--- config.mk ---
export PLATFORM = sky130hd
export DESIGN_NAME = five_tuple_packet_filter_flat
export DESIGN_NICKNAME = d
export VERILOG_FILES = /design/src/rtl/ftpf_pkg.sv /design/src/rtl/ftpf_in_if.sv /design/src/rtl/ftpf_out_if.sv /design/src/rtl/ftpf_ram.sv /design/src/rtl/ftpf_parse.sv /design/src/rtl/ftpf_match.sv /design/src/rtl/five_tuple_packet_filter.sv /design/src/flat_wrapper.sv
export SDC_FILE = /design/constraint.sdc
export NUM_CORES = 2
export LEC_CHECK = 0
export CAP_MARGIN = 20
export CORE_ASPECT_RATIO = 1.4
export CORE_MARGIN = 3
export CORE_UTILIZATION = 60
export CTS_CLUSTER_SIZE = 8
export DETAILED_ROUTE_END_ITERATION = 16
export DONT_BUFFER_PORTS = 1
export GPL_TIMING_DRIVEN = 1
export PLACE_DENSITY = 0.76
export SKIP_LAST_GASP = 1
export SYNTH_ARGS = -nofsm -noshare
export SYNTH_HDL_FRONTEND = slang
export SYNTH_HIERARCHICAL = 1
export SYNTH_SLANG_ARGS = --single-unit
--- constraint.sdc ---
create_clock -name clk -period 24.8 [get_ports clk]
set_clock_uncertainty 0.05 [all_clocks]
set_input_delay 2.48 -clock clk [delete_from_list [all_inputs] [get_ports clk]]
set_output_delay 2.48 -clock clk [all_outputs]
set_load 0.1 [all_outputs]
--- src/rtl/ftpf_pkg.sv ---
package ftpf_pkg;

  localparam int RULE_COUNT = 16;
  localparam int SLOT_W = (RULE_COUNT > 1) ? $clog2(RULE_COUNT) : 1;

  localparam logic [15:0] ETYPE_IPV4 = 16'h0800;
  localparam logic [7:0]  PROTO_TCP  = 8'd6;
  localparam logic [7:0]  PROTO_UDP  = 8'd17;

  localparam logic [16:0] ANY_PORT  = 17'h1ffff;
  localparam logic [8:0]  ANY_PROTO = 9'h1ff;
  localparam logic [31:0] ANY_IP    = 32'd0;

  localparam logic [6:0] LEN_ETH = 7'd14;
  localparam logic [6:0] LEN_IP  = 7'd34;
  localparam logic [6:0] LEN_UDP = 7'd42;
  localparam logic [6:0] LEN_TCP = 7'd54;

  localparam logic [5:0] OFFSET_MAX   = 6'd63;
  localparam logic [5:0] POS_ETYPE_HI = 6'd12;
  localparam logic [5:0] POS_ETYPE_LO = 6'd13;
  localparam logic [5:0] POS_PROTO    = 6'd23;
  localparam logic [5:0] POS_SIP      = 6'd26;
  localparam logic [5:0] POS_SIP_END  = 6'd29;
  localparam logic [5:0] POS_DIP      = 6'd30;
  localparam logic [5:0] POS_DIP_END  = 6'd33;
  localparam logic [5:0] POS_PORT     = 6'd34;
  localparam logic [5:0] POS_PORT_END = 6'd37;

  typedef enum logic {
    OP_FRAME = 1'b0,
    OP_RULE  = 1'b1
  } opcode_t;

  typedef enum logic [1:0] {
    VERDICT_PASS  = 2'd0,
    VERDICT_DROP  = 2'd1,
    VERDICT_TRUNC = 2'd2
  } verdict_t;

  typedef struct packed {
    logic [15:0] ether_type;
    logic [7:0]  ip_protocol;
    logic [31:0] src_ip;
    logic [31:0] dst_ip;
    logic [15:0] sport;
    logic [15:0] dport;
  } hdr_t;

  typedef struct packed {
    logic        white;
    logic [8:0]  protocol;
    logic [31:0] src_ip;
    logic [31:0] dst_ip;
    logic [16:0] sport;
    logic [16:0] dport;
  } rule_t;

  typedef struct packed {
    logic skip;
    logic hit;
  } match_t;

endpackage

--- src/rtl/ftpf_in_if.sv ---
interface ftpf_in_if;
  logic                 valid;
  logic                 ready;
  ftpf_pkg::opcode_t    opcode;
  logic [7:0]           frame_byte;
  logic                 frame_end;
  logic [3:0]           rule_slot;
  logic                 rule_enable;
  logic                 rule_is_white;
  logic [31:0]          rule_source_ip;
  logic [31:0]          rule_dest_ip;
  logic signed [16:0]   rule_source_port;
  logic signed [16:0]   rule_dest_port;
  logic signed [8:0]    rule_protocol;

  modport source (
    output valid, opcode, frame_byte, frame_end, rule_slot, rule_enable, rule_is_white,
    output rule_source_ip, rule_dest_ip, rule_source_port, rule_dest_port, rule_protocol,
    input  ready
  );

  modport sink (
    input  valid, opcode, frame_byte, frame_end, rule_slot, rule_enable, rule_is_white,
    input  rule_source_ip, rule_dest_ip, rule_source_port, rule_dest_port, rule_protocol,
    output ready
  );
endinterface

--- src/rtl/ftpf_out_if.sv ---
interface ftpf_out_if;
  logic               valid;
  logic               ready;
  ftpf_pkg::verdict_t verdict;

  modport source (
    output valid, verdict,
    input  ready
  );

  modport sink (
    input  valid, verdict,
    output ready
  );
endinterface

--- src/rtl/ftpf_ram.sv ---
module ftpf_ram #(
  parameter int WIDTH = 8,
  parameter int DEPTH = 16
) (
  input  logic                                           clk,
  input  logic                                           we,
  input  logic [((DEPTH > 1) ? $clog2(DEPTH) : 1)-1:0]   waddr,
  input  logic [WIDTH-1:0]                               wdata,
  input  logic [((DEPTH > 1) ? $clog2(DEPTH) : 1)-1:0]   raddr,
  output logic [WIDTH-1:0]                               rdata
);

  logic [WIDTH-1:0] mem [DEPTH];

  always_ff @(posedge clk) begin
    if (we) begin
      mem[waddr] <= wdata;
    end
    rdata <= mem[raddr];
  end

endmodule

--- src/rtl/ftpf_parse.sv ---
module ftpf_parse (
  input  logic                clk,
  input  logic                rst,
  input  logic                byte_valid,
  input  logic [7:0]          frame_byte,
  input  logic                frame_end,
  input  logic                clear,
  output logic [5:0]          offset,
  output ftpf_pkg::hdr_t      hdr
);

  always_ff @(posedge clk) begin
    if (rst || clear) begin
      offset <= '0;
      hdr    <= '0;
    end else if (byte_valid) begin
      if (!frame_end && offset != ftpf_pkg::OFFSET_MAX) begin
        offset <= offset + 6'd1;
      end
      priority if (offset == ftpf_pkg::POS_ETYPE_HI || offset == ftpf_pkg::POS_ETYPE_LO) begin
        hdr.ether_type <= {hdr.ether_type[7:0], frame_byte};
      end else if (offset == ftpf_pkg::POS_PROTO) begin
        hdr.ip_protocol <= frame_byte;
      end else if (offset >= ftpf_pkg::POS_SIP && offset <= ftpf_pkg::POS_SIP_END) begin
        hdr.src_ip <= {hdr.src_ip[23:0], frame_byte};
      end else if (offset >= ftpf_pkg::POS_DIP && offset <= ftpf_pkg::POS_DIP_END) begin
        hdr.dst_ip <= {hdr.dst_ip[23:0], frame_byte};
      end else if (offset >= ftpf_pkg::POS_PORT && offset <= ftpf_pkg::POS_PORT_END) begin
        hdr.sport <= {hdr.sport[7:0], hdr.dport[15:8]};
        hdr.dport <= {hdr.dport[7:0], frame_byte};
      end else begin
        hdr <= hdr;
      end
    end
  end

endmodule

--- src/rtl/ftpf_match.sv ---
module ftpf_match (
  input  ftpf_pkg::rule_t   rule,
  input  ftpf_pkg::hdr_t    hdr,
  output ftpf_pkg::match_t  result
);

  logic has_ports;
  logic any_sport;
  logic any_dport;

  assign has_ports = (hdr.ip_protocol == ftpf_pkg::PROTO_TCP) ||
                     (hdr.ip_protocol == ftpf_pkg::PROTO_UDP);
  assign any_sport = (rule.sport == ftpf_pkg::ANY_PORT);
  assign any_dport = (rule.dport == ftpf_pkg::ANY_PORT);

  always_comb begin
    result.skip = !has_ports && !(any_sport && any_dport);
    result.hit  = (rule.protocol == ftpf_pkg::ANY_PROTO ||
                   rule.protocol == {1'b0, hdr.ip_protocol}) &&
                  (rule.src_ip == ftpf_pkg::ANY_IP || rule.src_ip == hdr.src_ip) &&
                  (rule.dst_ip == ftpf_pkg::ANY_IP || rule.dst_ip == hdr.dst_ip) &&
                  (any_sport || rule.sport == {1'b0, hdr.sport}) &&
                  (any_dport || rule.dport == {1'b0, hdr.dport});
  end

endmodule

--- src/rtl/five_tuple_packet_filter.sv ---
// five-tuple packet filter
// din carries words of two kinds: opcode OP_RULE writes one rule slot, OP_FRAME
// delivers one ethernet frame byte in wire order, frame_end marking the last one.
// dout carries one verdict word per frame: pass, drop or truncated.
// rule writes and frame bytes other than the last are taken back to back while
// the block is idle. after the last byte din.ready stays low while the sequencer
// works: a header check state, then the shared compare unit goes over every rule
// slot one at a time (rule ram read, then compare), where a disabled slot never
// drops, stopping at the first dropping rule. short, non-ip or truncated frames
// go from the header check straight to the done state, and in every case the
// verdict is then registered into dout.
// dout is a register: while the receiver stalls, the block keeps taking words
// until the next frame ends, then waits with din.ready low until the held
// verdict is taken.
// reset disables all rules, clears the byte counter and captured header, and
// empties dout; rule contents other than the enable are not cleared.
module five_tuple_packet_filter (
  input  logic        clk,
  input  logic        rst,
  ftpf_in_if.sink     din,
  ftpf_out_if.source  dout
);

  typedef enum logic [4:0] {
    ST_IDLE  = 5'b00001,
    ST_HDR   = 5'b00010,
    ST_FETCH = 5'b00100,
    ST_CHECK = 5'b01000,
    ST_DONE  = 5'b10000
  } state_t;

  state_t                       state;
  state_t                       state_next;
  logic [ftpf_pkg::SLOT_W-1:0]  idx;
  logic [6:0]                   frame_len;
  ftpf_pkg::verdict_t           verdict;
  logic [ftpf_pkg::RULE_COUNT-1:0] rule_en;
  logic                         out_valid;
  ftpf_pkg::verdict_t           out_verdict;

  logic                         acc;
  logic                         frame_acc;
  logic                         slot_ok;
  logic                         wr_rule;
  logic [ftpf_pkg::SLOT_W-1:0]  wr_slot;
  logic                         out_free;
  logic                         drop;
  logic                         last_slot;
  logic [5:0]                   offset;
  ftpf_pkg::hdr_t               hdr;
  ftpf_pkg::rule_t              rule_wdata;
  ftpf_pkg::rule_t              rule_rdata;
  ftpf_pkg::match_t             match;

  assign din.ready   = (state == ST_IDLE);
  assign dout.valid  = out_valid;
  assign dout.verdict = out_verdict;

  assign acc       = din.valid && din.ready;
  assign frame_acc = acc && din.opcode == ftpf_pkg::OP_FRAME;
  assign slot_ok   = (32'(din.rule_slot) < ftpf_pkg::RULE_COUNT);
  assign wr_rule   = acc && din.opcode == ftpf_pkg::OP_RULE && slot_ok;
  assign wr_slot   = ftpf_pkg::SLOT_W'(din.rule_slot);
  assign out_free  = !out_valid || dout.ready;
  assign last_slot = (idx == ftpf_pkg::SLOT_W'(ftpf_pkg::RULE_COUNT - 1));
  assign drop      = rule_en[idx] && !match.skip && (match.hit != rule_rdata.white);

  always_comb begin
    rule_wdata.white    = din.rule_is_white;
    rule_wdata.protocol = din.rule_protocol;
    rule_wdata.src_ip   = din.rule_source_ip;
    rule_wdata.dst_ip   = din.rule_dest_ip;
    rule_wdata.sport    = din.rule_source_port;
    rule_wdata.dport    = din.rule_dest_port;
  end

  ftpf_parse u_parse (
    .clk        (clk),
    .rst        (rst),
    .byte_valid (frame_acc),
    .frame_byte (din.frame_byte),
    .frame_end  (din.frame_end),
    .clear      (state == ST_DONE && out_free),
    .offset     (offset),
    .hdr        (hdr)
  );

  ftpf_ram #(
    .WIDTH ($bits(ftpf_pkg::rule_t)),
    .DEPTH (ftpf_pkg::RULE_COUNT)
  ) u_rules (
    .clk   (clk),
    .we    (wr_rule),
    .waddr (wr_slot),
    .wdata (rule_wdata),
    .raddr (idx),
    .rdata (rule_rdata)
  );

  ftpf_match u_match (
    .rule   (rule_rdata),
    .hdr    (hdr),
    .result (match)
  );

  always_comb begin
    state_next = state;
    unique case (state)
      ST_IDLE: begin
        if (frame_acc && din.frame_end) begin
          state_next = ST_HDR;
        end
      end
      ST_HDR: begin
        priority if (frame_len <= ftpf_pkg::LEN_ETH ||
                     hdr.ether_type != ftpf_pkg::ETYPE_IPV4 ||
                     frame_len <= ftpf_pkg::LEN_IP ||
                     (hdr.ip_protocol == ftpf_pkg::PROTO_TCP && frame_len <= ftpf_pkg::LEN_TCP) ||
                     (hdr.ip_protocol == ftpf_pkg::PROTO_UDP && frame_len <= ftpf_pkg::LEN_UDP)) begin
          state_next = ST_DONE;
        end else begin
          state_next = ST_CHECK;
        end
      end
      ST_FETCH: begin
        state_next = ST_CHECK;
      end
      ST_CHECK: begin
        if (drop || last_slot) begin
          state_next = ST_DONE;
        end else begin
          state_next = ST_FETCH;
        end
      end
      ST_DONE: begin
        if (out_free) begin
          state_next = ST_IDLE;
        end
      end
      default: state_next = ST_IDLE;
    endcase
  end

  always_ff @(posedge clk) begin
    if (rst) begin
      state     <= ST_IDLE;
      rule_en   <= '0;
      out_valid <= 1'b0;
    end else begin
      state <= state_next;
      if (wr_rule) begin
        rule_en[wr_slot] <= din.rule_enable;
      end
      if (state == ST_DONE && out_free) begin
        out_valid <= 1'b1;
      end else if (dout.ready) begin
        out_valid <= 1'b0;
      end
    end
  end

  always_ff @(posedge clk) begin
    if (frame_acc && din.frame_end) begin
      frame_len <= {1'b0, offset} + 7'd1;
      idx       <= '0;
    end
    if (state == ST_HDR) begin
      priority if (frame_len <= ftpf_pkg::LEN_ETH) begin
        verdict <= ftpf_pkg::VERDICT_TRUNC;
      end else if (hdr.ether_type != ftpf_pkg::ETYPE_IPV4) begin
        verdict <= ftpf_pkg::VERDICT_PASS;
      end else if (frame_len <= ftpf_pkg::LEN_IP ||
                   (hdr.ip_protocol == ftpf_pkg::PROTO_TCP && frame_len <= ftpf_pkg::LEN_TCP) ||
                   (hdr.ip_protocol == ftpf_pkg::PROTO_UDP && frame_len <= ftpf_pkg::LEN_UDP)) begin
        verdict <= ftpf_pkg::VERDICT_TRUNC;
      end else begin
        verdict <= ftpf_pkg::VERDICT_PASS;
      end
    end
    if (state == ST_CHECK) begin
      if (drop) begin
        verdict <= ftpf_pkg::VERDICT_DROP;
      end else if (!last_slot) begin
        idx <= idx + 1'b1;
      end
    end
    if (state == ST_DONE && out_free) begin
      out_verdict <= verdict;
    end
  end

  a_end_to_hdr: assert property (@(posedge clk) disable iff (rst)
    (frame_acc && din.frame_end) |=> state == ST_HDR)
    else $error("last frame word did not start the decision");

  a_drop_stops: assert property (@(posedge clk) disable iff (rst)
    (state == ST_CHECK && drop) |=> (state == ST_DONE && verdict == ftpf_pkg::VERDICT_DROP))
    else $error("dropping rule did not end the scan");

  a_done_loads: assert property (@(posedge clk) disable iff (rst)
    (state == ST_DONE && out_free) |=> (out_valid && state == ST_IDLE))
    else $error("verdict not loaded into output register");

  a_rule_enable: assert property (@(posedge clk) disable iff (rst)
    wr_rule |=> rule_en[$past(wr_slot)] == $past(din.rule_enable))
    else $error("rule enable not written");

endmodule

--- src/flat_wrapper.sv ---
// flat-port wrapper written by rule: the top's interface ports become plain ports
module five_tuple_packet_filter_flat 
  (clk, rst, din_valid, din_opcode, din_frame_byte, din_frame_end, din_rule_slot, din_rule_enable, din_rule_is_white, din_rule_source_ip, din_rule_dest_ip, din_rule_source_port, din_rule_dest_port, din_rule_protocol, din_ready, dout_valid, dout_verdict, dout_ready);
  ftpf_in_if din_i ();
  ftpf_out_if dout_i ();
  input  logic clk;
  input  logic rst;
  input wire logic [$bits(din_i.valid)-1:0] din_valid;
  input wire logic [$bits(din_i.opcode)-1:0] din_opcode;
  input wire logic [$bits(din_i.frame_byte)-1:0] din_frame_byte;
  input wire logic [$bits(din_i.frame_end)-1:0] din_frame_end;
  input wire logic [$bits(din_i.rule_slot)-1:0] din_rule_slot;
  input wire logic [$bits(din_i.rule_enable)-1:0] din_rule_enable;
  input wire logic [$bits(din_i.rule_is_white)-1:0] din_rule_is_white;
  input wire logic [$bits(din_i.rule_source_ip)-1:0] din_rule_source_ip;
  input wire logic [$bits(din_i.rule_dest_ip)-1:0] din_rule_dest_ip;
  input wire logic [$bits(din_i.rule_source_port)-1:0] din_rule_source_port;
  input wire logic [$bits(din_i.rule_dest_port)-1:0] din_rule_dest_port;
  input wire logic [$bits(din_i.rule_protocol)-1:0] din_rule_protocol;
  output wire logic [$bits(din_i.ready)-1:0] din_ready;
  output wire logic [$bits(dout_i.valid)-1:0] dout_valid;
  output wire logic [$bits(dout_i.verdict)-1:0] dout_verdict;
  input wire logic [$bits(dout_i.ready)-1:0] dout_ready;
  assign din_i.valid = din_valid;
  assign din_i.opcode = din_opcode;
  assign din_i.frame_byte = din_frame_byte;
  assign din_i.frame_end = din_frame_end;
  assign din_i.rule_slot = din_rule_slot;
  assign din_i.rule_enable = din_rule_enable;
  assign din_i.rule_is_white = din_rule_is_white;
  assign din_i.rule_source_ip = din_rule_source_ip;
  assign din_i.rule_dest_ip = din_rule_dest_ip;
  assign din_i.rule_source_port = din_rule_source_port;
  assign din_i.rule_dest_port = din_rule_dest_port;
  assign din_i.rule_protocol = din_rule_protocol;
  assign din_ready = din_i.ready;
  assign dout_valid = dout_i.valid;
  assign dout_verdict = dout_i.verdict;
  assign dout_i.ready = dout_ready;
  five_tuple_packet_filter u_core (.clk(clk), .rst(rst), .din(din_i), .dout(dout_i));
endmodule
==> PnR_summary.wiki <==
{| class="wikitable"
! Metric !! Value
|-
| Result of the run || complete, no violations
|-
| Post-synthesis sequential area ratio || 0.7651
|-
| Post-CTS setup buffers || 0
|-
| Startpoint of the lowest-slack hold path || u_core/verdict[0]
|-
| 1st-pass router iterations || 5
|-
| CTS root buffer || clkbuf_16
|-
| Vias per cell || ~6.7
|-
| Met3 wire length || 19300 um
|-
| Number of buffers on the longest clock path || 4
|-
| CP required || between 20000 and 30000 ps
|-
| Post-CTS sizing || 0
|-
| Worst slew margin || 0.2163
|-
| Mapped Nets || 3754
|-
| Count of nets left with antenna violations after detail routing || 0
|-
| Total of buffers placed on input and output ports || 0
|-
| Register-to-register setup slack || 20000 ps
|-
| RSZ-0062 raised after global routing || false
|-
| Pin count of the biggest net entering global routing || 109
|-
| Area share of the leading cell type in the synthesized netlist || 0.6952
|-
| Die Area || ~130000 um2
|-
| Synth Cell Area || approximately 75000 um2
|-
| Power consumption || roughly 7.4 mW
|-
| Ys flop type || edfxtp_1
|-
| Flip-flop and latch count after synthesis || between 1500 and 2000
|-
| Core area || between 100000 and 150000 um2
|-
| Critical path startpoint category || primary input
|-
| Maximum achievable frequency || roughly 180 MHz
|-
| Worst Path Arrival || slightly above 6000 ps
|-
| Worst supply voltage drop on vdd || 0.07768 mV
|-
| Crit Path Category || primary input to flop
|-
| Total routed wire length on the met1 layer || approximately 62000 um
|-
| Setup crit end kind || flop
|-
| Met2 WL || about 89000 um
|-
| Crit path max fanout || 56
|-
| Worst R2R End || u_core/u_rules/mem[2][100]
|-
| Remaining Overflow, GRT || 0
|-
| Horiz. Die Dim || 304.9 um
|-
| Yosys top cell by area || edfxtp_1
|-
| I/O pins || about 130
|-
| Worst-skew pair later-pin latency || 900 ps
|-
| Proportion of layout cells with a drive suffix above 1 || 0.2155
|-
| Number of H-tree levels || 5
|-
| Via count || 37309
|-
| Number of nets at the end of the flow || ~4000
|-
| Wire length per cell after detailed routing || 31.82 um
|-
| Site row count || 152
|-
| Leak pwr || approximately 27 nW
|-
| Top routing layer used || met4
|-
| Mean instance size in the synthesized netlist || ~21 um2
|-
| GRT Total Usage || 0.2807
|-
| Effective utilization at floorplan || 0.6079
|-
| Area growth syn-to-layout || 13.29%
|-
| Start of the worst register-to-register path || u_core/state[2]
|-
| Async set or reset register ratio after synthesis || 0
|-
| Pwr/cell area || roughly 87 nW/um2
|-
| Clk slew on worst S/H paths || roughly 50 ps
|-
| Sinks on Clock Net || about 2000
|-
| Final-report max-slew violation count || 0
|-
| Post-synth EDFFs || 1737
|-
| Total Neg Setup Slack || 0 ps
|-
| Cells taking the most area after synthesis || edfxtp_1, mux4_2, dfxtp_1
|-
| Number of hold violations in the final report || 0
|-
| TritonCTS Buffers || 300
|-
| Die height || approximately 420 um
|-
| Number of warnings issued by yosys || 6
|-
| Via count of the first global-routing pass || around 40000
|-
| Number of distinct library cell variants in the gate-level netlist after synthesis || 72
|-
| Worst min-delay path class || flop to flop
|-
| Total of max-cap violations || 0
|-
| Detailed-route wire length || 177700 um
|-
| Antenna diodes || 0
|-
| # DRC || 0
|-
| Global-route wire length before repair || about 270000 um
|-
| Worst Max-Slew Pin Slew || 1176 ps
|-
| Min Clock Period, post-route || 5635 ps
|-
| Syn Inst Count || 3621
|-
| Final count of negative-setup-slack endpoints || 0
|-
| Final weighted congestion in routability-driven placement || 0.8132
|-
| Number of antenna violations at the first check in global routing || 4
|-
| Hold Path Sink || u_core/dout.verdict[0]
|-
| TritonCTS clock tree || yes
|-
| Number of cells traversed by the worst register-to-register path || 7
|-
| Worst Hold Depth || 0
|-
| Final cycle utilization of the critical path || 0.2272
|-
| CTS Hold Buffers Added || 0
|-
| Initial DRC Count || 4257
|-
| Post-DP HPWL || 89140 um
|}
[layer usage]
metal  global-route usage  vias up
met5                    0        -
met4               0.1246        0
met3              0.07961      446
met2               0.4544     2305
met1               0.3591    19300
li1                     -    15258
[power by group]
part	total (mW)	switching, mW	internal, mW
clock network	3.59	1.36	2.23
logic	0.0739	0.0473	0.0266
registers	3.70	0.0146	3.69
total	7.36	1.42	5.95
[Yosys cell counts, types with 6 or more instances]
| cell type | n |
|---|---|
| edfxtp_1 | 1737 |
| mux4_2 | 432 |
| dfxtp_1 | 262 |
| a22oi_1 | 217 |
| nand2_1 | 167 |
| mux2i_1 | 146 |
| nor2_1 | 131 |
| xor2_1 | 101 |
| clkbuf_1 | 67 |
| nor4_1 | 53 |
| buf_2 | 44 |
| buf_6 | 32 |
| nand4_1 | 31 |
| buf_4 | 24 |
| nor3_1 | 15 |
| buf_1 | 12 |
| nand3_1 | 12 |
| xnor2_1 | 12 |
| inv_1 | 11 |
| nor2b_1 | 8 |
| a21oi_1 | 7 |
| nand2b_1 | 7 |
| ha_1 | 6 |
[registers in the layout, summed over array words and instances, names as in the netlist]
register               count
u_core/idx                 4
u_core/dout.verdict        2
u_core/verdict             2
u_core/dout.valid          1
u_core/u_rules/rdata     108
u_core/frame_len           7
u_core/u_rules/mem      1728
u_core/rule_en            16
u_core/u_parse/hdr       120
u_core/u_parse/offset      6
u_core/state               5
[how the worst max path moves through the flow]
stage / startpoint / end / slack (ps)
after floorplan: din_valid / u_core/u_rules/mem[0][0] / 13440
after global placement: din_valid / u_core/u_rules/mem[3][101] / 18380
after detailed placement: din_valid / u_core/u_rules/mem[2][104] / 18380
after CTS: din_valid / u_core/u_rules/mem[2][100] / 19260
after global routing: din_valid / u_core/u_rules/mem[2][100] / 19030
final: din_valid / u_core/u_rules/mem[2][100] / 19170
[cell type report]
class	instances	area, um2
flip-flops and latches	1999	57410
clock inverters	10	91.34
well taps	1617	2023
multi-input cells	1430	16680
clock buffers	451	8159
repair buffers	65	588.1
inverters	13	48.80
fillers	7090	38430
[worst max-delay path, cell delays in order]
cell and delay [ps]:
nand4_2 220, clkinv_1 360, or3b_1 560, nor2_4 860
buf_4 580, buf_4 870
[cell families after synthesis]
| family | share of synthesized area |
|---|---|
| xor+xnor | 0.01319 |
| fa+ha+maj | 0.001001 |
| flops | 0.7651 |
| compound gates | 0.02665 |
| mux | 0.1492 |
| buf+inv | 0.01474 |
| simple gates | 0.03017 |
[per-stage QoR]
stage	hold slack, ps	setup slack (ps)	instances	cell area, um2	utilization
2_1_floorplan	359.0	13440	3621	75030	-
3_3_place_gp	380.3	18380	5120	76670	0.6212
3_5_place_dp	375.6	18380	5123	76730	0.6217
4_1_cts	393.4	19260	5584	84980	0.6885
5_1_grt	403.3	19030	5585	85000	0.6887
6_report	394.0	19170	5585	85000	0.6887
[cell usage in the layout, fill, tap and decap left out, types with 3 or more instances in the layout]
cell and instances:
edfxtp_1 1737, mux4_2 432, clkbuf_16 304, dfxtp_1 260
a22oi_1 217, nand2_1 167, clkbuf_1 147, mux2i_1 146
nor2_1 117, xor2_1 101, buf_4 57, nor4_1 53
nand4_1 31, nor2_4 13, xnor2_1 12, nand3_1 12
inv_1 11, nor3_1 11, buf_12 8, inv_6 7
nand2b_1 7, a21oi_1 7, nor2b_1 6, nor3_2 6
ha_1 6, o21ai_0 5, and2_1 4, nand4b_1 4
nand3b_1 3, and3_1 3, and4_1 3, o211ai_1 3
o21a_1 3, nor4bb_1 3
(Power assumes the default switching activity.)
